$ cat config.mk
export PLATFORM = sky130hd
export DESIGN_NAME = wcr_row_map
export DESIGN_NICKNAME = d
export VERILOG_FILES = /design/src/hw/rtl/wcr_pkg.sv /design/src/hw/rtl/wcr_row_map.sv
export SDC_FILE = /design/constraint.sdc
export NUM_CORES = 1
export LEC_CHECK = 0
export BUFFER_PORTS_ARGS = -buffer_cell sky130_fd_sc_hd__buf_2
export CELL_PAD_IN_SITES_DETAIL_PLACEMENT = 2
export CELL_PAD_IN_SITES_GLOBAL_PLACEMENT = 2
export CORE_MARGIN = 2
export CORE_UTILIZATION = 35
export CTS_CLUSTER_DIAMETER = 40
export DETAILED_ROUTE_END_ITERATION = 6
export PLACE_DENSITY = 0.84
export SLEW_MARGIN = 5
export SYNTH_ARGS = -nofsm -noshare
export SYNTH_HDL_FRONTEND = slang
export SYNTH_SLANG_ARGS = --single-unit
$ cat constraint.sdc
create_clock -name clk -period 14.5 [get_ports clk]
set_clock_uncertainty 0.2 [all_clocks]
set_input_delay 3.625 -clock clk [delete_from_list [all_inputs] [get_ports clk]]
set_output_delay 3.625 -clock clk [all_outputs]
set_load 0.1 [all_outputs]
$ cat src/hw/rtl/wcr_pkg.sv
`timescale 1ns / 1ps
// ----------------------------------------------------------------------------
// wcr_pkg
// Shared types and constants of the waveform column redraw unit: register
// indexes, word kinds, reset values and the configuration struct.
// ----------------------------------------------------------------------------
package wcr_pkg;

  // Default geometry of the row store.
  localparam int COLUMNS_DEFAULT  = 512;
  localparam int ROW_BITS_DEFAULT = 9;

  // Fixed field widths of the ports.
  localparam int COL_W       = 9;
  localparam int SAMPLE_W    = 12;
  localparam int PIX_W       = 9;
  localparam int GAIN_W      = 16;
  localparam int OFFSET_W    = 10;
  localparam int CFG_INDEX_W = 3;
  localparam int CFG_DATA_W  = 16;

  // Gain is Q4.12, so the product drops this many fraction bits.
  localparam int GAIN_FRAC = 12;

  // Input word kinds.
  localparam logic KIND_SAMPLE     = 1'b0;
  localparam logic KIND_INVALIDATE = 1'b1;

  // Configuration register indexes.
  typedef enum logic [CFG_INDEX_W-1:0] {
    REG_CENTRE_ROW      = 3'd0,
    REG_WINDOW_TOP      = 3'd1,
    REG_WINDOW_BOTTOM   = 3'd2,
    REG_ADC_MIDSCALE    = 3'd3,
    REG_VERTICAL_GAIN   = 3'd4,
    REG_VERTICAL_OFFSET = 3'd5
  } reg_index_t;

  // Register reset values.
  localparam logic [PIX_W-1:0]           CENTRE_ROW_RESET      = 9'd160;
  localparam logic [PIX_W-1:0]           WINDOW_TOP_RESET      = 9'd20;
  localparam logic [PIX_W-1:0]           WINDOW_BOTTOM_RESET   = 9'd299;
  localparam logic [SAMPLE_W-1:0]        ADC_MIDSCALE_RESET    = 12'd2048;
  localparam logic [GAIN_W-1:0]          VERTICAL_GAIN_RESET   = 16'd4096;
  localparam logic signed [OFFSET_W-1:0] VERTICAL_OFFSET_RESET = 10'sd0;

  // Current configuration as seen by the datapath.
  typedef struct packed {
    logic [PIX_W-1:0]           centre_row;
    logic [PIX_W-1:0]           window_top;
    logic [PIX_W-1:0]           window_bottom;
    logic [SAMPLE_W-1:0]        adc_midscale;
    logic [GAIN_W-1:0]          vertical_gain;
    logic signed [OFFSET_W-1:0] vertical_offset;
  } cfg_t;

endpackage

$ cat src/hw/rtl/wcr_row_map.sv
`timescale 1ns / 1ps
// ----------------------------------------------------------------------------
// wcr_row_map
// Sample to pixel row mapping. The first register holds the magnitude of the
// offset from mid-scale, the second the scaled product; the clamp to the
// waveform window is combinational after the second register.
// ----------------------------------------------------------------------------
module wcr_row_map #(
  parameter int ROW_BITS = wcr_pkg::ROW_BITS_DEFAULT
) (
  input  logic                          clk,
  input  logic                          load_a,
  input  logic                          load_b,
  input  logic [wcr_pkg::SAMPLE_W-1:0]  sample,
  input  wcr_pkg::cfg_t                 cfg,
  output logic [ROW_BITS-1:0]           row
);

  localparam int SW   = wcr_pkg::SAMPLE_W;
  localparam int GW   = wcr_pkg::GAIN_W;
  localparam int PW   = wcr_pkg::PIX_W;
  localparam int PRW  = SW + GW;
  localparam int YW   = GW + 3;

  logic [SW:0]           diff;
  logic [SW:0]           mag_full;
  logic                  a_neg;
  logic [SW-1:0]         a_mag;
  logic [PRW-1:0]        product;
  logic                  b_neg;
  logic [GW-1:0]         b_scaled;
  logic signed [YW-1:0]  ext_centre;
  logic signed [YW-1:0]  ext_scaled;
  logic signed [YW-1:0]  ext_offset;
  logic signed [YW-1:0]  ext_top;
  logic signed [YW-1:0]  ext_bottom;
  logic signed [YW-1:0]  y;
  logic signed [YW-1:0]  y_top;
  logic signed [YW-1:0]  y_clamp;

  // Signed distance from mid-scale, split into sign and magnitude.
  assign diff     = {1'b0, sample} - {1'b0, cfg.adc_midscale};
  assign mag_full = diff[SW] ? ((SW + 1)'(0) - diff) : diff;

  always_ff @(posedge clk) begin
    if (load_a) begin
      a_neg <= diff[SW];
      a_mag <= mag_full[SW-1:0];
    end
  end

  // Magnitude times Q4.12 gain, fraction dropped, so the value truncates toward zero.
  assign product = PRW'(a_mag) * PRW'(cfg.vertical_gain);

  always_ff @(posedge clk) begin
    if (load_b) begin
      b_neg    <= a_neg;
      b_scaled <= product[PRW-1:wcr_pkg::GAIN_FRAC];
    end
  end

  // Row before clamping: centre minus signed scaled value minus offset.
  assign ext_centre = $signed({(YW - PW)'(0), cfg.centre_row});
  assign ext_scaled = $signed({(YW - GW)'(0), b_scaled});
  assign ext_offset = YW'(cfg.vertical_offset);
  assign ext_top    = $signed({(YW - PW)'(0), cfg.window_top});
  assign ext_bottom = $signed({(YW - PW)'(0), cfg.window_bottom});

  always_comb begin
    if (b_neg) begin
      y = ext_centre + ext_scaled - ext_offset;
    end else begin
      y = ext_centre - ext_scaled - ext_offset;
    end
    // Top clamp first, then bottom, so a crossed window ends at the bottom.
    y_top   = (y < ext_top) ? ext_top : y;
    y_clamp = (y_top > ext_bottom) ? ext_bottom : y_top;
  end

  assign row = ROW_BITS'(y_clamp[PW-1:0]);

endmodule

# Word level (Yosys, flattened, before mapping)
# Cells that the tools add are included.
[word_totals] elab_cells=17 register_bits=30 in_bits=80 output_inout_bits=9
[op_classes] mux=4 add_sub_neg=6 n_lt_le_gt_ge=2 mul=1
[ops] operator="2-to-1 mux 19 bit" n=2
[ops] operator="multiplier 12 x 16 -> 28 bit" n=1
[ops] operator="greater-than comparator 19 x 10 -> 1 bit" n=1
[ops] operator="< comparator 19 x 10 -> 1 bit" n=1
[ops] operator="subtractor 18 x 10 -> 19 bit" n=1
[ops] operator="subtractor 17 x 10 -> 18 bit" n=1
[ops] operator="adder 9 x 16 -> 17 bit" n=1
[ops] operator="subtractor 9 x 16 -> 17 bit" n=1
[ops] operator="subtractor 12 x 12 -> 13 bit" n=1
[ops] operator="2-to-1 mux 12 bit" n=1
[ops] operator="subtractor 1 x 12 -> 12 bit, first input constant" n=1
[ops] operator="2-to-1 mux 9 bit" n=1

# Longest topological paths before layout
[logic_depth] depth_word=7 depth_mapped=42 mapped_depth_nobuf=38

# Worst setup path before layout
# No wires, ideal clock.
[synth_timing] path_type="input -> output" startpoint="in cfg[56] (netlist bit)" endpoint="out row[0]" n_path_buf=5 t_arrival_ns=12.581 setup_slack_ns=-1.906 path_stages=40 path_cell_list="ha_1 inv_1 fa_1 o21bai_1 a21oi_1 o21bai_1 a21oi_1 o21bai_1 a21oi_1 o21bai_1 and4_1 xor2_1 ha_1 buf_2 a21o_1 nor2_1 xnor2_1 or4b_1 [... 4 more ...] a2111oi_4 ha_1 clkbuf_1 buf_1 a21oi_1 ha_1 nor2b_1 o21a_1 o21a_1 o21ai_1 a21oi_1 a211oi_1 o31a_1 buf_2 a21o_1 buf_1 a21o_1 a211oi_1"
[synth_via] elab_chain_cells=7 elab_cells_between_ends=9 classes_between="add/sub (4); order compare (2); mux (3)"
[synth_rtl] element="from (decl)" line_no="wcr_row_map.sv:15" source="input wcr_pkg::cfg_t cfg,"
[synth_rtl] element="adder 9 x 16 -> 17 bit / subtractor 9 x 16 -> 17 bit (equally long branches)" line_no="wcr_row_map.sv:71, wcr_row_map.sv:73"
[synth_rtl] element="subtractor 18 x 10 -> 19 bit / subtractor 17 x 10 -> 18 bit (equally long branches)" line_no="wcr_row_map.sv:71, wcr_row_map.sv:73"
[synth_rtl] element="2-to-1 mux 19 bit *" line_no="wcr_row_map.sv:70" source="if (b_neg) begin"
[synth_rtl] element="< comparator 19 x 10 -> 1 bit" line_no="wcr_row_map.sv:76" source="y_top = (y < ext_top) ? ext_top : y;"
[synth_rtl] element="2-to-1 mux 19 bit *" line_no="wcr_row_map.sv:76"
[synth_rtl] element="greater-than comparator 19 x 10 -> 1 bit" line_no="wcr_row_map.sv:77" source="y_clamp = (y_top > ext_bottom) ? ext_bottom : y_top;"
[synth_rtl] element="2-to-1 mux 9 bit *" line_no="wcr_row_map.sv:77"
[synth_rtl] element="to (decl)" line_no="wcr_row_map.sv:16" source="output logic [ROW_BITS-1:0] row"
# Mark *: on every way between the ends. The rest lies on a longest branch, timed or not.

# Worst setup path in the final report
[layout_timing] startpoint="in cfg[56] (netlist bit)" endpoint="out row[5]"
# The elaborated chain is that of the path after synthesis.

==> summary.txt <==
STA
  – Final period util: 1.01
  – Final critical-path setup slack: -197 ps
  – Hold Vio Cnt, Final: 0
  – Post-Route Setup TNS: -639 ps
  – Slew @ Worst Pin: 806 ps
  – Final setup viols: 9
  – Fmax: 68.0 MHz
  – Fin. max-slew vios: 0
  – Max_slew headroom: 0.463
  – Crit path time final: 14700 ps
  – RSZ-0062 raised after global routing: yes

Synth
  – Post-Syn Area: 10700 um^2
  – Post-Syn Nets: 1651
  – Library cells used by synthesis: 71
  – Synth Flop Type: edfxtp_1
  – Post-synth EDFFs: 30
  – Count of mapped cells out of synthesis: 1281
  – Sequential fraction of the synthesis area: 0.0841
  – Synth warnings: 0
  – Avg Inst Size Synth: 8.37 um^2
  – Largest cells by area after synthesis: fa_1, ha_1, edfxtp_1, inv_1, nand2_1
  – Asr flop ratio synth: 0
  – Area leader, netlist: fa_1
  – Top-area cell type share of the netlist area: 0.269
  – Synthesis-stage register bit count: 30

CTS
  – CTS clk-pin slew, worst paths: 50 ps
  – H-tree Lvls: 2
  – Clk root buf: clkbuf_16
  – CTS tree: yes
  – CTS buffer count: 5
  – Sink Count: 30
  – CTS Buffer Depth: 2
  – Clk_lat worst skew: 280 ps
  – Hold_buf cts: 0

Job
  – Max-cap viol count: 0

Cells and area
  – Register area: 901 um^2
  – Fill count: 3372
  – Final nets: 1765
  – Share of cells above drive strength 1: 0.167
  – Area Overhead vs Synth: 17.6%
  – Area occupied by multi-input gates: 9180 um^2
  – Antenna Cells: 0

Critical path
  – CP max stage delay: 500 ps
  – CP endpoint kind: primary output
  – Max FO, Critical Path: 10
  – Critical-path top delay cell: or4b_1
  – Cell mode on critical path: a21oi_2
  – CP startpoint kind: input port
  – Crit Path Category: in2out
  – CP Data Arrival Time: 10870 ps
  – Required @ worst endpoint: 10680 ps

GRT
  – Total global routing overflow: 0
  – Initial antenna violation count: 0
  – First-pass GRT wire length: 60400 um
  – Grt met1 use: 0.263
  – Vias in the first global route: 11400
  – Global Route met3 Usage: 0.0195
  – Tot GR Track Use: 0.243
  – Routing usage on met2: 0.484
  – GR peak layer: met2
  – Largest net degree at the start of global routing: 23

Drt
  – DRC: 0
  – Vias: 9621
  – Drt pass-1 iters: 4
  – Via/cell ratio: 5.37
  – Antenna Nets Post-Route: 0
  – Routed WL per cell: 21.8 um
  – 1st-iter DRT viols: 309
  – Final WL: 39100 um

Die
  – IO Pins: 89
  – Full die area: 32000 um^2
  – Core Rows: 64
  – Initial core utilization: 0.353
  – Die extent in y: 179 um
  – Die width: 179 um
  – Core area: 30300 um^2

Outcome
  – Failing checks: negative setup slack
  – Outcome: finished with violations

Place
  – Gp weighted congestion: 0.827
  – Count of buffers from port buffering: 88
  – Final HPWL DP: 31000 um

Min path
  – Worst min path class: reg2reg
[what timing repair did]
item                       4_1_cts  5_1_grt
pin swaps                       44       28
setup endpoints to repair        9        9
buffers inserted                14        6
gates resized for setup         38       40
[worst max-delay path: cells and delay by family]
kind / cells / cell delay, ps
AO/OA/AOI/OAI: 15 / 2810
XOR/XNOR: 2 / 260
adder cells (fa/ha/maj): 5 / 1380
buffers and inverters: 8 / 1130
AND/OR/NAND/NOR: 8 / 1630
[layout by cell type, fill, tap and decap left out, types with 13 or more instances in the layout]
cell type  instances
a21o_1            14
a21oi_1           47
a21oi_2           16
and2_1            60
buf_2             77
buf_4             53
edfxtp_1          30
fa_1             142
ha_1             140
inv_1            214
nand2_1          180
nand3_1           14
nor2_1            56
nor2b_1           13
o21a_1            14
o21ai_0           15
o21ai_1           33
xnor2_1           60
xor2_1            16
[cell families after synthesis]
logic type / count (synthesis) / synth area share
AO/OA/AOI/OAI: 219 / 0.136
adder cells (fa/ha/maj): 290 / 0.439
multiplexers: 6 / 0.00595
XOR/XNOR: 80 / 0.0661
buffers and inverters: 260 / 0.0924
AND/OR/NAND/NOR: 396 / 0.176
flip-flops: 30 / 0.0841
[cell usage after synthesis, drive strengths merged, types with 15 or more instances]
cell type	number
nand3	15
and2	60
fa	144
clkbuf	31
a21o	15
o21ai	50
inv	220
a21oi	65
nor2	60
xor2	17
xnor2	63
ha	146
nand2	184
edfxtp	30
[sequential cells by signal, summed over array words and instances (netlist names)]
name,flops
b_neg,1
a_mag,12
b_scaled,16
a_neg,1
[area by class of cell]
type / count / share of cell area
Clock buffer: 6 / 0.0102
Sequential cell: 30 / 0.0715
Timing Repair Buffer: 147 / 0.0850
Inverter: 220 / 0.0655
Multi-Input combinational cell: 991 / 0.728
Tap cell: 396 / 0.0393
Clock inverter: 2 / 0.000695
[per-stage QoR]
stage	hold WS, ps	util	area, um^2	cells	worst slack [ps]
6_report	279	0.415	12600	1792	-197
5_1_grt	288	0.415	12600	1792	-663
4_1_cts	284	0.408	12400	1786	1.45
3_5_place_dp	274	0.394	12000	1764	-594
3_3_place_gp	272	0.394	12000	1764	81.2
2_1_floorplan	200	-	10800	1281	-444
[final timing paths]
check	start	to	slack (ps)	cells after the start
setup / recovery	cfg[56]	row[5]	-200	38
hold / removal	a_neg$_DFFE_PP_	b_neg$_DFFE_PP_	280	0
setup reg to reg	a_mag[11]$_DFFE_PP_	b_scaled[15]$_DFFE_PP_	7470	20
hold reg to reg	a_neg$_DFFE_PP_	b_neg$_DFFE_PP_	280	0
[metal layers]
layer,share of wire,vias to the layer above
li1,-,4382
met1,0.38,4907
met2,0.55,232
met3,0.031,100
met4,0.040,0
met5,0,-
Power is left out: the tool's default activity adds up to more than one toggle a clock period on the data nets, which glitch-free logic cannot reach.
