## src/hw/rtl/wcr_pkg.sv

```systemverilog
`timescale 1ns / 1ps
// ----------------------------------------------------------------------------
// wcr_pkg
// Shared types and constants of the waveform column redraw unit: register
// indexes, word kinds, reset values and the configuration struct.
// ----------------------------------------------------------------------------
package wcr_pkg;

  // Default geometry of the row store.
  localparam int COLUMNS_DEFAULT  = 512;
  localparam int ROW_BITS_DEFAULT = 9;

  // Fixed field widths of the ports.
  localparam int COL_W       = 9;
  localparam int SAMPLE_W    = 12;
  localparam int PIX_W       = 9;
  localparam int GAIN_W      = 16;
  localparam int OFFSET_W    = 10;
  localparam int CFG_INDEX_W = 3;
  localparam int CFG_DATA_W  = 16;

  // Gain is Q4.12, so the product drops this many fraction bits.
  localparam int GAIN_FRAC = 12;

  // Input word kinds.
  localparam logic KIND_SAMPLE     = 1'b0;
  localparam logic KIND_INVALIDATE = 1'b1;

  // Configuration register indexes.
  typedef enum logic [CFG_INDEX_W-1:0] {
    REG_CENTRE_ROW      = 3'd0,
    REG_WINDOW_TOP      = 3'd1,
    REG_WINDOW_BOTTOM   = 3'd2,
    REG_ADC_MIDSCALE    = 3'd3,
    REG_VERTICAL_GAIN   = 3'd4,
    REG_VERTICAL_OFFSET = 3'd5
  } reg_index_t;

  // Register reset values.
  localparam logic [PIX_W-1:0]           CENTRE_ROW_RESET      = 9'd160;
  localparam logic [PIX_W-1:0]           WINDOW_TOP_RESET      = 9'd20;
  localparam logic [PIX_W-1:0]           WINDOW_BOTTOM_RESET   = 9'd299;
  localparam logic [SAMPLE_W-1:0]        ADC_MIDSCALE_RESET    = 12'd2048;
  localparam logic [GAIN_W-1:0]          VERTICAL_GAIN_RESET   = 16'd4096;
  localparam logic signed [OFFSET_W-1:0] VERTICAL_OFFSET_RESET = 10'sd0;

  // Current configuration as seen by the datapath.
  typedef struct packed {
    logic [PIX_W-1:0]           centre_row;
    logic [PIX_W-1:0]           window_top;
    logic [PIX_W-1:0]           window_bottom;
    logic [SAMPLE_W-1:0]        adc_midscale;
    logic [GAIN_W-1:0]          vertical_gain;
    logic signed [OFFSET_W-1:0] vertical_offset;
  } cfg_t;

endpackage

```

## src/hw/rtl/wcr_cfg_regs.sv

```systemverilog
`timescale 1ns / 1ps
// ----------------------------------------------------------------------------
// wcr_cfg_regs
// Configuration register file. Takes one write word per cycle and presents
// all registers as one struct to the datapath.
// ----------------------------------------------------------------------------
module wcr_cfg_regs (
  input  logic                             clk,
  input  logic                             rst,
  input  logic                             cfg_valid,
  output logic                             cfg_ready,
  input  logic [wcr_pkg::CFG_INDEX_W-1:0]  cfg_index,
  input  logic [wcr_pkg::CFG_DATA_W-1:0]   cfg_data,
  output wcr_pkg::cfg_t                    cfg
);

  // Writes are always taken.
  assign cfg_ready = 1'b1;

  // Register writes; unknown indexes are dropped.
  always_ff @(posedge clk) begin
    if (rst) begin
      cfg.centre_row      <= wcr_pkg::CENTRE_ROW_RESET;
      cfg.window_top      <= wcr_pkg::WINDOW_TOP_RESET;
      cfg.window_bottom   <= wcr_pkg::WINDOW_BOTTOM_RESET;
      cfg.adc_midscale    <= wcr_pkg::ADC_MIDSCALE_RESET;
      cfg.vertical_gain   <= wcr_pkg::VERTICAL_GAIN_RESET;
      cfg.vertical_offset <= wcr_pkg::VERTICAL_OFFSET_RESET;
    end else if (cfg_valid) begin
      case (cfg_index)
        wcr_pkg::REG_CENTRE_ROW:      cfg.centre_row    <= cfg_data[wcr_pkg::PIX_W-1:0];
        wcr_pkg::REG_WINDOW_TOP:      cfg.window_top    <= cfg_data[wcr_pkg::PIX_W-1:0];
        wcr_pkg::REG_WINDOW_BOTTOM:   cfg.window_bottom <= cfg_data[wcr_pkg::PIX_W-1:0];
        wcr_pkg::REG_ADC_MIDSCALE:    cfg.adc_midscale  <= cfg_data[wcr_pkg::SAMPLE_W-1:0];
        wcr_pkg::REG_VERTICAL_GAIN:   cfg.vertical_gain <= cfg_data[wcr_pkg::GAIN_W-1:0];
        wcr_pkg::REG_VERTICAL_OFFSET: begin
          cfg.vertical_offset <= $signed(cfg_data[wcr_pkg::OFFSET_W-1:0]);
        end
        default: begin
        end
      endcase
    end
  end

endmodule

```

## config.mk

```make
export PLATFORM = sky130hd
export DESIGN_NAME = wcr_cfg_regs
export DESIGN_NICKNAME = d
export VERILOG_FILES = /design/src/hw/rtl/wcr_pkg.sv /design/src/hw/rtl/wcr_cfg_regs.sv
export SDC_FILE = /design/constraint.sdc
export NUM_CORES = 1
export LEC_CHECK = 0
export BUFFER_PORTS_ARGS = -buffer_cell sky130_fd_sc_hd__buf_2
export CORE_UTILIZATION = 44
export CTS_CLUSTER_DIAMETER = 30
export CTS_CLUSTER_SIZE = 25
export DETAILED_ROUTE_END_ITERATION = 10
export GPL_ROUTABILITY_DRIVEN = 0
export GPL_TIMING_DRIVEN = 0
export PLACE_DENSITY = 0.72
export SLEW_MARGIN = 25
export SYNTH_ARGS = -nofsm -noshare
export SYNTH_HDL_FRONTEND = slang
export SYNTH_SLANG_ARGS = --single-unit
```

## constraint.sdc

```tcl
create_clock -name clk -period 1.55 [get_ports clk]
set_clock_uncertainty 0.2 [all_clocks]
set_input_delay 0.0775 -clock clk [delete_from_list [all_inputs] [get_ports clk]]
set_output_delay 0.0775 -clock clk [all_outputs]
set_load 0.01 [all_outputs]
```

# Word-level counts from Yosys, hierarchy flattened
# Index checks and enable logic that the tools add are counted.
[totals]
regBits = 65
inputBits = 22
[classes]
eq_ne = 5
n_reduce_logical = 7
[op_table]
columns = ["cell", "n"]
rows = [
  ["2-bit AND reduction", 6],
  ["3-bit by 2-bit == test with 1-bit output, second input constant", 2],
  ["3-bit == test, second input constant", 2],
  ["3-bit by 1-bit == test with 1-bit output, second input constant", 1],
  ["3-bit logical NOT", 1],
]

# Logic depth before layout (Yosys ltp)
# Gate-level depths: netlist (run 1).
[logic_depth]
depth_word = 2
ltp_mapped = 5

# Least setup slack after synthesis (run 1)
# No wires, ideal clock.
[synth_timing]
path_type = "input-to-reg"
start = "input port cfg_index[1] in the netlist's numbering"
end = "register cfg[56] in the netlist's numbering"
setup_ps = 125
arrival_time_ps = 900
required_time_ps = 1225
path_slack_ps = 324
path_stages = 3
n_path_buf = 1
path_cell_list = "or4b_1 > buf_2 > mux2i_1"
[synth_via]
elab_chain_len = 2
[synth_rtl]
columns = ["element", "line", "source"]
rows = [
  ["start, declared", "wcr_cfg_regs.sv:12", "input logic [wcr_pkg::CFG_INDEX_W-1:0] cfg_index,"],
  ["3-bit logical NOT", "wcr_cfg_regs.sv:30", "case (cfg_index)"],
  ["2-bit AND reduction (no source line)", "n/a", ""],
  ["end, declared", "wcr_cfg_regs.sv:14", "output wcr_pkg::cfg_t cfg"],
]
# Every way passes these cells.
# A chain may end at the register's enable or synchronous reset.

# Worst setup path after layout (run 1)
[layout_timing]
start = "input port cfg_index[0] in the netlist's numbering"
end = "register cfg[20] in the netlist's numbering"
[layout_via]
elab_chain_len = 2
[layout_rtl]
columns = ["element", "line"]
rows = [
  ["3-bit == test", "wcr_cfg_regs.sv:30"],
  ["2-bit AND reduction (no source line)", "n/a"],
]
# Every way passes these cells.

==> metrics.txt, run 1 <==
# TYPE chip_impl_metric gauge
chip_impl_metric{name="share_comb_of_total_power",unit="%"} 9.2
chip_impl_metric{name="synth.lib_cells_used.distinct",unit=""} 13
chip_impl_metric{name="path_max_fanout",unit=""} 10
chip_impl_info{name="cp-start-kind",value="input pin"} 1
chip_impl_metric{name="power.switching",unit="mW"} 0.7874
chip_impl_metric{name="ctsResizeCount",unit=""} 0
chip_impl_metric{name="share_seq_of_total_power",unit="%"} 50.2
chip_impl_metric{name="number_of_antenna_cells_inserted",unit=""} 0
chip_impl_metric{name="syn_nets",unit=""} 272
chip_impl_metric{name="register_area_share_after_synthesis",unit="%"} 49.24
chip_impl_metric{name="routed_wl",unit="microns"} 6247
chip_impl_metric{name="setup_violations",unit=""} 0
chip_impl_metric{name="clock_latency",unit="ns"} 0.33
chip_impl_info{name="busiest_layer",value="met2"} 1
chip_impl_metric{name="grtUsageMet3",unit="%"} 5.257
chip_impl_metric{name="power.density_cell_area",unit="nW/um^2"} 969.3
chip_impl_info{name="final_common_cell",value="sky130_fd_sc_hd__buf_2"} 1
chip_impl_metric{name="wl_per_cell",unit="microns"} 14.10
chip_impl_metric{name="ys_warn_count",unit=""} 0
chip_impl_metric{name="drt_iter0_markers",unit=""} 66
chip_impl_metric{name="max-clock-path-buffers",unit=""} 2
chip_impl_metric{name="power.internal",unit="mW"} 2.651
chip_impl_info{name="outcome",value="completed"} 1
chip_impl_metric{name="largest_reg_flops",unit=""} 65
chip_impl_info{name="path_class",value="input pin to flip-flop"} 1
chip_impl_metric{name="clk_pin_slew",unit="ns"} 0.07
chip_impl_metric{name="globalRouteMet2Util",unit="%"} 33.85
chip_impl_metric{name="synth_top_cell_area_share",unit="%"} 49.24
chip_impl_info{name="mostFrequentLayoutCells",value="91 x sky130_fd_sc_hd__buf_2, 69 x sky130_fd_sc_hd__nand2b_1, 65 x sky130_fd_sc_hd__mux2i_1, 65 x sky130_fd_sc_hd__dfxtp_1, 21 x sky130_fd_sc_hd__nor2_1"} 1
chip_impl_metric{name="die_area",unit="sq um"} 6319
chip_impl_metric{name="grt_start_max_net_pins",unit=""} 11
chip_impl_metric{name="die_x",unit="microns"} 79.50
chip_impl_metric{name="cp.required",unit="ns"} 1.61
chip_impl_metric{name="fin_total_pwr",unit="mW"} 3.438
chip_impl_metric{name="swShare",unit="%"} 22.90
chip_impl_metric{name="slew_headroom",unit="%"} 66.37
chip_impl_metric{name="drtPass1Iterations",unit=""} 6
chip_impl_metric{name="floorplan.initialDensity",unit="%"} 46.84
chip_impl_metric{name="timing_max_transition_violations_final",unit=""} 0
chip_impl_metric{name="grt_antenna_before_repair",unit=""} 0
chip_impl_info{name="synth_area_leader_cell",value="sky130_fd_sc_hd__dfxtp_1"} 1
chip_impl_info{name="worstHoldPathType",value="input pin to flip-flop"} 1
chip_impl_info{name="top_register",value="cfg"} 1
chip_impl_metric{name="clock_sink_count",unit=""} 65
chip_impl_metric{name="ant_nets",unit=""} 0
chip_impl_metric{name="chipHeight",unit="microns"} 79.50
chip_impl_metric{name="top_level_ports",unit=""} 88
chip_impl_metric{name="layout.nets",unit=""} 388
chip_impl_metric{name="vias_in_the_first_global_route",unit=""} 2076
chip_impl_metric{name="power.clock.fraction",unit="%"} 40.6
chip_impl_metric{name="via_per_inst",unit=""} 4.725
chip_impl_metric{name="finalWorstPathRequiredPeriod",unit="ns"} 1.450
chip_impl_metric{name="ctsHtreeMaxLevel",unit=""} 3
chip_impl_metric{name="final.period_utilization",unit="%"} 93.57
chip_impl_metric{name="global_route.usage.met1",unit="%"} 26.96
chip_impl_metric{name="final_layout_size_suffix_gt1_share",unit="%"} 28.30
chip_impl_info{name="setup_repair_after_global_routing_missed_its_margin",value="false"} 1
chip_impl_metric{name="worst_slew_pin_slew",unit="ns"} 0.5045
chip_impl_info{name="largest_registers",value="cfg (65)"} 1
chip_impl_metric{name="number_of_port_buffers",unit=""} 85
chip_impl_metric{name="postSynthCellCount",unit=""} 250
chip_impl_metric{name="clock_buffers_created_by_tritoncts",unit=""} 9
chip_impl_info{name="timing.critical_path.to_type",value="flip-flop"} 1
chip_impl_metric{name="ys_seq_elements",unit=""} 65
chip_impl_metric{name="postSynthAreaPerCell",unit="sq um"} 10.57
chip_impl_metric{name="gr-total-overflow",unit=""} 0
chip_impl_metric{name="utilization",unit="%"} 62.87
chip_impl_metric{name="post_synthesis_cell_area",unit="sq um"} 2643
chip_impl_metric{name="final_critical_path_setup_slack",unit="ns"} 0.09969
chip_impl_metric{name="rows",unit=""} 27
chip_impl_metric{name="power.static_leakage",unit="nW"} 1.757
chip_impl_metric{name="area.growth.synth_to_final",unit="%"} 34.23
chip_impl_metric{name="nFillCells",unit=""} 502
chip_impl_info{name="tritoncts",value="done"} 1
chip_impl_metric{name="fp.coreArea",unit="sq um"} 5642
chip_impl_metric{name="post-dp-hpwl",unit="microns"} 4420
chip_impl_metric{name="worstPathArrival",unit="ns"} 1.51
chip_impl_metric{name="max_cap_viol_count",unit=""} 0
chip_impl_metric{name="detailedPlace.worstSlack",unit="ns"} -0.05826
chip_impl_info{name="clk_root_buffer_cell",value="sky130_fd_sc_hd__clkbuf_8"} 1
chip_impl_metric{name="route.detailed.drc",unit=""} 0
chip_impl_metric{name="detailroute.via_count",unit=""} 2093
chip_impl_metric{name="grt_first_pass_wirelength",unit="microns"} 10070
chip_impl_metric{name="max-vdd-ir-drop",unit="uV"} 474.4
chip_impl_metric{name="r2r_setup_slack",unit="ns"} 0.72
chip_impl_metric{name="finalHoldViolations",unit=""} 0
chip_impl_metric{name="max_freq",unit="MHz"} 689.5
chip_impl_info{name="synth.top_cells.by_area",value="sky130_fd_sc_hd__dfxtp_1 49%, sky130_fd_sc_hd__mux2i_1 25%, sky130_fd_sc_hd__nand2b_1 16%"} 1
chip_impl_metric{name="global_route.usage.total",unit="%"} 21.45
==> cells in the mapped netlist, drive strengths merged <==
cell,instances
nand4b,2
nor4bb,3
mux2i,65
dfxtp,65
conb,1
nor2,21
clkbuf,13
buf,7
nand4bb,2
or4b,1
and4b,1
nand2b,69
==> cell type report <==
class                           count  area (sq um)  area share [%]
Sequential cell                    65          1301           36.68
Tap cell                           72         90.09           2.540
Timing Repair Buffer              105         625.6           17.64
Multi-Input combinational cell    165          1255           35.38
Clock inverter                      3         40.04           1.129
Buffer                             20         86.33           2.434
Clock buffer                       13         148.9           4.198
==> per-stage QoR <==
| step | hold slack, ns | instances | setup TNS (ns) | cell area (sq um) |
|---|---|---|---|---|
| after floorplan | 0.03280 | 250 | 0 | 2643 |
| after global placement | 0.1391 | 407 | -0.3188 | 3158 |
| after detailed placement | 0.1456 | 407 | -0.3960 | 3158 |
| after CTS | 0.08521 | 443 | 0 | 3547 |
| after global routing | 0.1118 | 443 | 0 | 3547 |
| final | 0.09795 | 443 | 0 | 3547 |
==> power groups by stage <==
| stage | sequential [mW] | combinational [mW] | clock, mW |
|---|---|---|---|
| after floorplan | 1.78 | 0.146 | 0 |
| after global placement | 1.76 | 0.276 | 0 |
| after detailed placement | 1.76 | 0.279 | 0 |
| after CTS | 1.73 | 0.317 | 1.43 |
| after global routing | 1.73 | 0.345 | 1.50 |
| final | 1.73 | 0.316 | 1.40 |
==> metal layers <==
metal  vias up  wire [microns]
met5         -               0
met3         8             313
li1       1054               -
met4         0             108
met2        64            2898
met1       967            2928
==> logic make-up after synthesis <==
kind of cell           after synthesis  share of synthesized area [%]
and+or+nand+nor                     99                          22.73
muxes                               65                          24.62
DFF                                 65                          49.24
buffers and inverters               20                          3.267
other                                1                         0.1419
==> final timing paths <==
path,start,cells past startpoint,endpoint
setup reg to reg,cfg[27],2,cfg[27]
hold reg to reg,cfg[53],2,cfg[53]
setup / recovery,cfg_index[0],5,cfg[20]
hold / removal,cfg_index[1],4,cfg[24]
==> critical path: stages <==
cell and delay [ns]:
sky130_fd_sc_hd__buf_2 0.16, sky130_fd_sc_hd__dlygate4sd3_1 0.56, sky130_fd_sc_hd__nand4bb_1 0.16, sky130_fd_sc_hd__buf_2 0.33, sky130_fd_sc_hd__mux2i_1 0.23
==> repair_timing <==
action                                 CTS  global route
endpoints found under the hold margin   61             0
buffers inserted                         0             0
hold buffers                            20             0
Note: power is estimated with default switching activity, not from simulation.
==> inputs of run 2 (changes only) <==
Settings changed: CELL_PAD_IN_SITES_DETAIL_PLACEMENT from default to 1, CELL_PAD_IN_SITES_GLOBAL_PLACEMENT from default to 2, CORE_UTILIZATION 44 to 30, PLACE_DENSITY 0.72 to 0.79.
==> run 2 against run 1 <==
Compared with the run above: cell count grew 6.8%; critical endpoint is now cfg[15]; via count grew 3.5%; power grew 6.0%; critical path type unchanged.
==> metrics.txt, run 2 (synthesized netlist as in run 1, its figures left out) <==
# TYPE chip_impl_metric gauge
chip_impl_metric{name="clk_pin_slew",unit="ns"} 0.07
chip_impl_metric{name="die_area",unit="sq um"} 9188
chip_impl_metric{name="max_freq",unit="MHz"} 704.4
chip_impl_info{name="final_common_cell",value="sky130_fd_sc_hd__buf_2"} 1
chip_impl_metric{name="share_seq_of_total_power",unit="%"} 47.4
chip_impl_metric{name="largest_reg_flops",unit=""} 65
chip_impl_info{name="critical_path.startpoint",value="cfg_index[1]"} 1
chip_impl_metric{name="power.clock.fraction",unit="%"} 43.7
chip_impl_metric{name="global_route.usage.total",unit="%"} 17.47
chip_impl_metric{name="grt_antenna_before_repair",unit=""} 0
chip_impl_info{name="outcome",value="completed"} 1
chip_impl_metric{name="max-clock-path-buffers",unit=""} 2
chip_impl_metric{name="post-dp-hpwl",unit="microns"} 5312
chip_impl_metric{name="slew_headroom",unit="%"} 66.30
chip_impl_metric{name="max-vdd-ir-drop",unit="uV"} 403.0
chip_impl_metric{name="final.period_utilization",unit="%"} 91.58
chip_impl_info{name="cp-start-kind",value="input pin"} 1
chip_impl_info{name="timing.critical_path.to_type",value="flip-flop"} 1
chip_impl_metric{name="route.detailed.drc",unit=""} 0
chip_impl_metric{name="area.growth.synth_to_final",unit="%"} 36.55
chip_impl_metric{name="share_comb_of_total_power",unit="%"} 8.9
chip_impl_metric{name="max_cap_viol_count",unit=""} 0
chip_impl_metric{name="gr-total-overflow",unit=""} 0
chip_impl_info{name="reg2reg_from",value="cfg[61]"} 1
chip_impl_metric{name="grt_start_max_net_pins",unit=""} 11
chip_impl_metric{name="cts_post_setup_buffers_inserted",unit=""} 0
chip_impl_metric{name="drt_iter0_markers",unit=""} 87
chip_impl_metric{name="fp.coreArea",unit="sq um"} 8382
chip_impl_metric{name="finalHoldViolations",unit=""} 0
chip_impl_metric{name="power.switching",unit="mW"} 0.8067
chip_impl_info{name="tritoncts",value="done"} 1
chip_impl_metric{name="setup_violations",unit=""} 0
chip_impl_metric{name="timing_max_transition_violations_final",unit=""} 0
chip_impl_metric{name="clock_sink_count",unit=""} 65
chip_impl_info{name="clk_root_buffer_cell",value="sky130_fd_sc_hd__clkbuf_8"} 1
chip_impl_metric{name="power.density_cell_area",unit="nW/um^2"} 1010
chip_impl_metric{name="power.internal",unit="mW"} 2.839
chip_impl_metric{name="top_level_ports",unit=""} 88
chip_impl_metric{name="path_max_fanout",unit=""} 10
chip_impl_metric{name="layout.nets",unit=""} 387
chip_impl_metric{name="reg2reg_depth",unit=""} 2
chip_impl_info{name="path_class",value="input pin to flip-flop"} 1
chip_impl_info{name="top_register",value="cfg"} 1
chip_impl_metric{name="fin_worst_hold_slack",unit="ns"} 0.03861
chip_impl_info{name="crit-reg2reg-capture",value="cfg[61]"} 1
chip_impl_metric{name="clock_buffers_created_by_tritoncts",unit=""} 9
chip_impl_metric{name="routed_wl",unit="microns"} 7404
chip_impl_metric{name="grt_first_pass_wirelength",unit="microns"} 11670
chip_impl_metric{name="ctsHtreeMaxLevel",unit=""} 3
chip_impl_metric{name="worstPathArrival",unit="ns"} 1.42
chip_impl_metric{name="final_layout_size_suffix_gt1_share",unit="%"} 28.80
chip_impl_metric{name="number_of_antenna_cells_inserted",unit=""} 0
chip_impl_metric{name="number_of_port_buffers",unit=""} 85
chip_impl_metric{name="die_x",unit="microns"} 95.86
chip_impl_info{name="largest_registers",value="cfg (65)"} 1
chip_impl_metric{name="chipHeight",unit="microns"} 95.86
chip_impl_metric{name="worst_slew_pin_slew",unit="ns"} 0.5055
chip_impl_metric{name="via_per_inst",unit=""} 4.579
chip_impl_metric{name="r2r_setup_slack",unit="ns"} 0.68
chip_impl_metric{name="detailroute.via_count",unit=""} 2166
chip_impl_metric{name="finalWorstPathRequiredPeriod",unit="ns"} 1.420
chip_impl_info{name="mostFrequentLayoutCells",value="90 x sky130_fd_sc_hd__buf_2, 69 x sky130_fd_sc_hd__nand2b_1, 65 x sky130_fd_sc_hd__mux2i_1, 65 x sky130_fd_sc_hd__dfxtp_1, 21 x sky130_fd_sc_hd__nor2_1"} 1
chip_impl_metric{name="ant_nets",unit=""} 0
chip_impl_metric{name="wl_per_cell",unit="microns"} 15.65
chip_impl_metric{name="floorplan.initialDensity",unit="%"} 31.53
chip_impl_metric{name="power.static_leakage",unit="nW"} 1.769
chip_impl_info{name="setup_repair_after_global_routing_missed_its_margin",value="false"} 1
chip_impl_metric{name="cp.required",unit="ns"} 1.56
chip_impl_metric{name="rows",unit=""} 33
chip_impl_metric{name="swShare",unit="%"} 22.13
chip_impl_metric{name="clock_latency",unit="ns"} 0.33
chip_impl_metric{name="vias_in_the_first_global_route",unit=""} 2186
chip_impl_metric{name="drtPass1Iterations",unit=""} 4
chip_impl_metric{name="fin_tns_setup",unit="ns"} 0
chip_impl_info{name="worstHoldPathType",value="input pin to flip-flop"} 1
chip_impl_metric{name="utilization",unit="%"} 43.05
chip_impl_info{name="endpoint",value="cfg[15]"} 1
## run 2: changes by cell type in the layout (fill, tap and decap cells not counted), sizes merged
cell / delta
dlygate4sd3: -1
buf: -1
clkbuf: -1
clkinv: -1
bufinv: +1
## run 2: metal layers
layer | GRT usage, % | vias up | wire length, microns
met5 | 0 | - | 0
met4 | 6.716 | 0 | 86
met3 | 4.107 | 6 | 333
met2 | 28.15 | 53 | 3507
met1 | 22.59 | 1057 | 3477
li1 | - | 1050 | -
## run 2: layout make-up
| type | instances | area, sq um |
|---|---|---|
| multi-input combinational | 165 | 1255 |
| fill | 976 | 4773 |
| sequential | 65 | 1301 |
| clock buffer | 11 | 151.4 |
| tap | 105 | 131.4 |
| timing repair buffer | 104 | 615.6 |
| buffer | 20 | 88.84 |
| clock inverter | 3 | 65.06 |
## run 2: how the worst min path moves through the flow
stage	to	slack, ns	from	cells past startpoint
final	cfg[10]	0.04	cfg_index[0]	3
after global routing	cfg[10]	0.06	cfg_index[0]	3
after CTS	cfg[10]	0.02	cfg_index[0]	3
after detailed placement	cfg[24]	0.16	cfg_data[14]	3
after global placement	cfg[22]	0.14	cfg_data[12]	3
after floorplan	cfg[21]	0.03	cfg_data[11]	2
## run 2: repair_timing
item | 4_1_cts | 5_1_grt
setup endpoints to repair | 0 | 2
gates resized for setup | 0 | 1
hold buffers | 19 | 0
hold endpoints to repair | 43 | 0
## run 2: per-stage QoR
step / instance area (sq um) / instances / power (mW) / worst slack (ns)
2_1_floorplan: 2643 / 250 / 1.927 / 0.3245
3_3_place_gp: 3199 / 440 / 2.051 / -0.04698
3_5_place_dp: 3199 / 440 / 2.057 / -0.1103
4_1_cts: 3606 / 473 / 3.694 / 0.07464
5_1_grt: 3608 / 473 / 3.814 / 0.04620
6_report: 3608 / 473 / 3.646 / 0.1305
## run 2: critical path: stages
cell	delay, ns
sky130_fd_sc_hd__buf_2	0.15
sky130_fd_sc_hd__dlygate4sd3_1	0.56
sky130_fd_sc_hd__nand4bb_1	0.22
sky130_fd_sc_hd__clkbuf_4	0.27
sky130_fd_sc_hd__mux2i_1	0.15
## run 2: power by group through the flow
stage               clock network (mW)  registers [mW]  logic (mW)
global route                      1.73            1.73       0.357
floorplan                            0            1.78       0.146
CTS                               1.64            1.73       0.330
detailed placement                   0            1.76       0.292
global placement                     0            1.76       0.287
finish                            1.59            1.73       0.325
==> inputs of run 3 (changes only) <==
Settings changed: CORE_UTILIZATION 30 to 27, PLACE_DENSITY 0.79 to 0.75.
Clock period 1.55 ns to 1.23 ns, I/O delays scaled along.
==> run 3 against run 2 <==
Compared with the run above: sequential power up 25%; count of clock-buffer cells in the layout is 2 lower; non-clock buffer count is 2 lower; largest power group is now clock.
==> metrics.txt, run 3 (synthesized netlist as in run 1, its figures left out) <==
# TYPE chip_impl_metric gauge
chip_impl_info{name="crit_family",value="flip-flops"} 1
chip_impl_info{name="tritoncts",value="done"} 1
chip_impl_metric{name="power.static_leakage",unit="nW"} 1.790
chip_impl_metric{name="fp.coreArea",unit="sq um"} 9371
chip_impl_info{name="outcome",value="completed"} 1
chip_impl_metric{name="clock_latency",unit="ns"} 0.34
chip_impl_metric{name="timing_max_transition_violations_final",unit=""} 0
chip_impl_metric{name="ant_nets",unit=""} 0
chip_impl_metric{name="fin_total_pwr",unit="mW"} 5.002
chip_impl_info{name="top_register",value="cfg"} 1
chip_impl_metric{name="path_max_fanout",unit=""} 2
chip_impl_metric{name="max-vdd-ir-drop",unit="uV"} 544.9
chip_impl_metric{name="final_layout_size_suffix_gt1_share",unit="%"} 30.43
chip_impl_metric{name="drt_iter0_markers",unit=""} 57
chip_impl_metric{name="final_critical_path_setup_slack",unit="ns"} 0.1070
chip_impl_info{name="final_common_cell",value="sky130_fd_sc_hd__buf_2"} 1
chip_impl_metric{name="post-dp-hpwl",unit="microns"} 5387
chip_impl_metric{name="ctsHtreeMaxLevel",unit=""} 3
chip_impl_metric{name="finalWorstPathRequiredPeriod",unit="ns"} 1.123
chip_impl_metric{name="area.growth.synth_to_final",unit="%"} 38.92
chip_impl_metric{name="routed_wl",unit="microns"} 7521
chip_impl_metric{name="grt_antenna_before_repair",unit=""} 0
chip_impl_metric{name="finalHoldViolations",unit=""} 0
chip_impl_metric{name="slew_headroom",unit="%"} 62.71
chip_impl_metric{name="vias_in_the_first_global_route",unit=""} 2288
chip_impl_metric{name="swShare",unit="%"} 22.03
chip_impl_metric{name="drtPass1Iterations",unit=""} 4
chip_impl_metric{name="via_per_inst",unit=""} 4.276
chip_impl_metric{name="gr-total-overflow",unit=""} 0
chip_impl_metric{name="number_of_antenna_cells_inserted",unit=""} 0
chip_impl_metric{name="grt_first_pass_wirelength",unit="microns"} 12070
chip_impl_metric{name="clk_pin_slew",unit="ns"} 0.08
chip_impl_metric{name="multi_input_comb_area",unit="sq um"} 1255
chip_impl_metric{name="layout.nets",unit=""} 385
chip_impl_info{name="cp-start-kind",value="flip-flop"} 1
chip_impl_metric{name="register_area",unit="sq um"} 1301
chip_impl_metric{name="max_cap_viol_count",unit=""} 0
chip_impl_metric{name="detailedPlace.worstSlack",unit="ns"} -0.4102
chip_impl_metric{name="clock_sink_count",unit=""} 65
chip_impl_metric{name="slowest_delay",unit="ns"} 0.37
chip_impl_info{name="timing.critical_path.to_type",value="output port"} 1
chip_impl_metric{name="route.detailed.drc",unit=""} 0
chip_impl_metric{name="power.density_cell_area",unit="nW/um^2"} 1363
chip_impl_metric{name="power.switching",unit="mW"} 1.102
chip_impl_metric{name="rows",unit=""} 35
chip_impl_metric{name="final.period_utilization",unit="%"} 91.30
chip_impl_metric{name="cp.required",unit="ns"} 0.97
chip_impl_metric{name="clock_buffers_created_by_tritoncts",unit=""} 9
chip_impl_metric{name="grt_start_max_net_pins",unit=""} 13
chip_impl_metric{name="top_level_ports",unit=""} 88
chip_impl_metric{name="path_buf_inv",unit=""} 1
chip_impl_metric{name="max_freq",unit="MHz"} 890.4
chip_impl_info{name="setup_repair_after_global_routing_missed_its_margin",value="false"} 1
chip_impl_metric{name="final_cell_count_no_fill",unit=""} 497
chip_impl_info{name="worstPathCellList",value="buf_2"} 1
chip_impl_metric{name="largest_reg_flops",unit=""} 65
chip_impl_info{name="largest_registers",value="cfg (65)"} 1
chip_impl_metric{name="path_depth",unit=""} 1
chip_impl_info{name="mostFrequentLayoutCells",value="91 x sky130_fd_sc_hd__buf_2, 69 x sky130_fd_sc_hd__nand2b_1, 65 x sky130_fd_sc_hd__mux2i_1, 65 x sky130_fd_sc_hd__dfxtp_1, 21 x sky130_fd_sc_hd__nor2_1"} 1
chip_impl_metric{name="holdPathStages",unit=""} 4
chip_impl_metric{name="power.internal",unit="mW"} 3.901
chip_impl_metric{name="worst_slew_pin_slew",unit="ns"} 0.5594
chip_impl_metric{name="nFillCells",unit=""} 1118
chip_impl_info{name="path_class",value="flip-flop to output port"} 1
chip_impl_metric{name="reg2reg_depth",unit=""} 2
chip_impl_metric{name="number_of_port_buffers",unit=""} 85
chip_impl_metric{name="dpl.cell_count",unit=""} 464
chip_impl_metric{name="power.clock.fraction",unit="%"} 48.5
chip_impl_metric{name="die_area",unit="sq um"} 10190
chip_impl_metric{name="share_comb_of_total_power",unit="%"} 8.1
chip_impl_info{name="clk_root_buffer_cell",value="sky130_fd_sc_hd__clkbuf_8"} 1
chip_impl_metric{name="max-clock-path-buffers",unit=""} 2
chip_impl_metric{name="floorplan.initialDensity",unit="%"} 28.20
chip_impl_metric{name="setup_violations",unit=""} 0
chip_impl_metric{name="global_route.usage.total",unit="%"} 16.07
chip_impl_metric{name="share_seq_of_total_power",unit="%"} 43.5
chip_impl_metric{name="detailroute.via_count",unit=""} 2125
chip_impl_info{name="worstHoldPathType",value="input pin to flip-flop"} 1
chip_impl_metric{name="wl_per_cell",unit="microns"} 15.13
chip_impl_info{name="worst_path_max_delay_cell",value="sky130_fd_sc_hd__dfxtp_1"} 1
chip_impl_metric{name="worstPathArrival",unit="ns"} 0.86
chip_impl_metric{name="die_x",unit="microns"} 100.9
chip_impl_metric{name="chipHeight",unit="microns"} 100.9
## run 3: changes by cell type in the layout (fill, tap and decap cells not counted)
cell                            previous run  this run
sky130_fd_sc_hd__clkbuf_2                  0         4
sky130_fd_sc_hd__clkbuf_4                  1         0
sky130_fd_sc_hd__clkbuf_1                 13         9
sky130_fd_sc_hd__buf_2                    90        91
sky130_fd_sc_hd__dlygate4sd3_1            19        17
sky130_fd_sc_hd__bufinv_16                 2         4
sky130_fd_sc_hd__clkinv_4                  0         2
sky130_fd_sc_hd__clkbuf_8                 11         9
## run 3: layout make-up
cell class                      count  area share, %
Timing Repair Buffer              102          16.22
Tap cell                          129          4.397
Buffer                             20          2.488
Clock inverter                      7          3.885
Sequential cell                    65          35.45
Clock buffer                        9          3.374
Multi-Input combinational cell    165          34.19
## run 3: metal layers
layer / wire length [microns] / part of all wire [%] / global-route usage [%] / vias to the layer above
li1: - / - / - / 1046
met1: 3521 / 47 / 19.91 / 1011
met2: 3586 / 48 / 26.98 / 56
met3: 287 / 3.8 / 3.467 / 12
met4: 125 / 1.7 / 6.689 / 0
met5: 0 / 0 / 0 / -
## run 3: per-stage QoR
stage                     area [sq um]  hold slack (ns)  utilization, %  TNS (ns)
after floorplan                   2643          0.01680               -         0
after global placement            3229           0.1228           34.46    -14.15
after detailed placement          3229           0.1345           34.46    -14.62
after CTS                         3670          0.06751           39.16         0
after global routing              3671           0.1029           39.17         0
final                             3671          0.08292           39.17         0
## run 3: repair_timing
action | in CTS | in global routing
buffers inserted | 0 | 0
setup endpoints to repair | 17 | 1
gates resized for setup | 3 | 2
hold buffers | 17 | 0
pin swaps | 0 | 0
hold endpoints to repair | 46 | 0
## run 3: power by group through the flow
stage | logic, mW | registers, mW | clock network (mW)
2_1_floorplan | 0.185 | 2.24 | 0
3_3_place_gp | 0.364 | 2.22 | 0
3_5_place_dp | 0.370 | 2.22 | 0
4_1_cts | 0.412 | 2.18 | 2.48
5_1_grt | 0.441 | 2.18 | 2.59
6_report | 0.404 | 2.17 | 2.42
## run 3: path summary, 6_finish.rpt
| kind | start | endpoint | slack (ns) |
|---|---|---|---|
| hold reg to reg | cfg[15] | cfg[15] | 0.28 |
| setup reg to reg | cfg[45] | cfg[45] | 0.38 |
| setup / recovery | cfg[49] | cfg[49] | 0.11 |
| hold / removal | cfg_index[1] | cfg[50] | 0.08 |
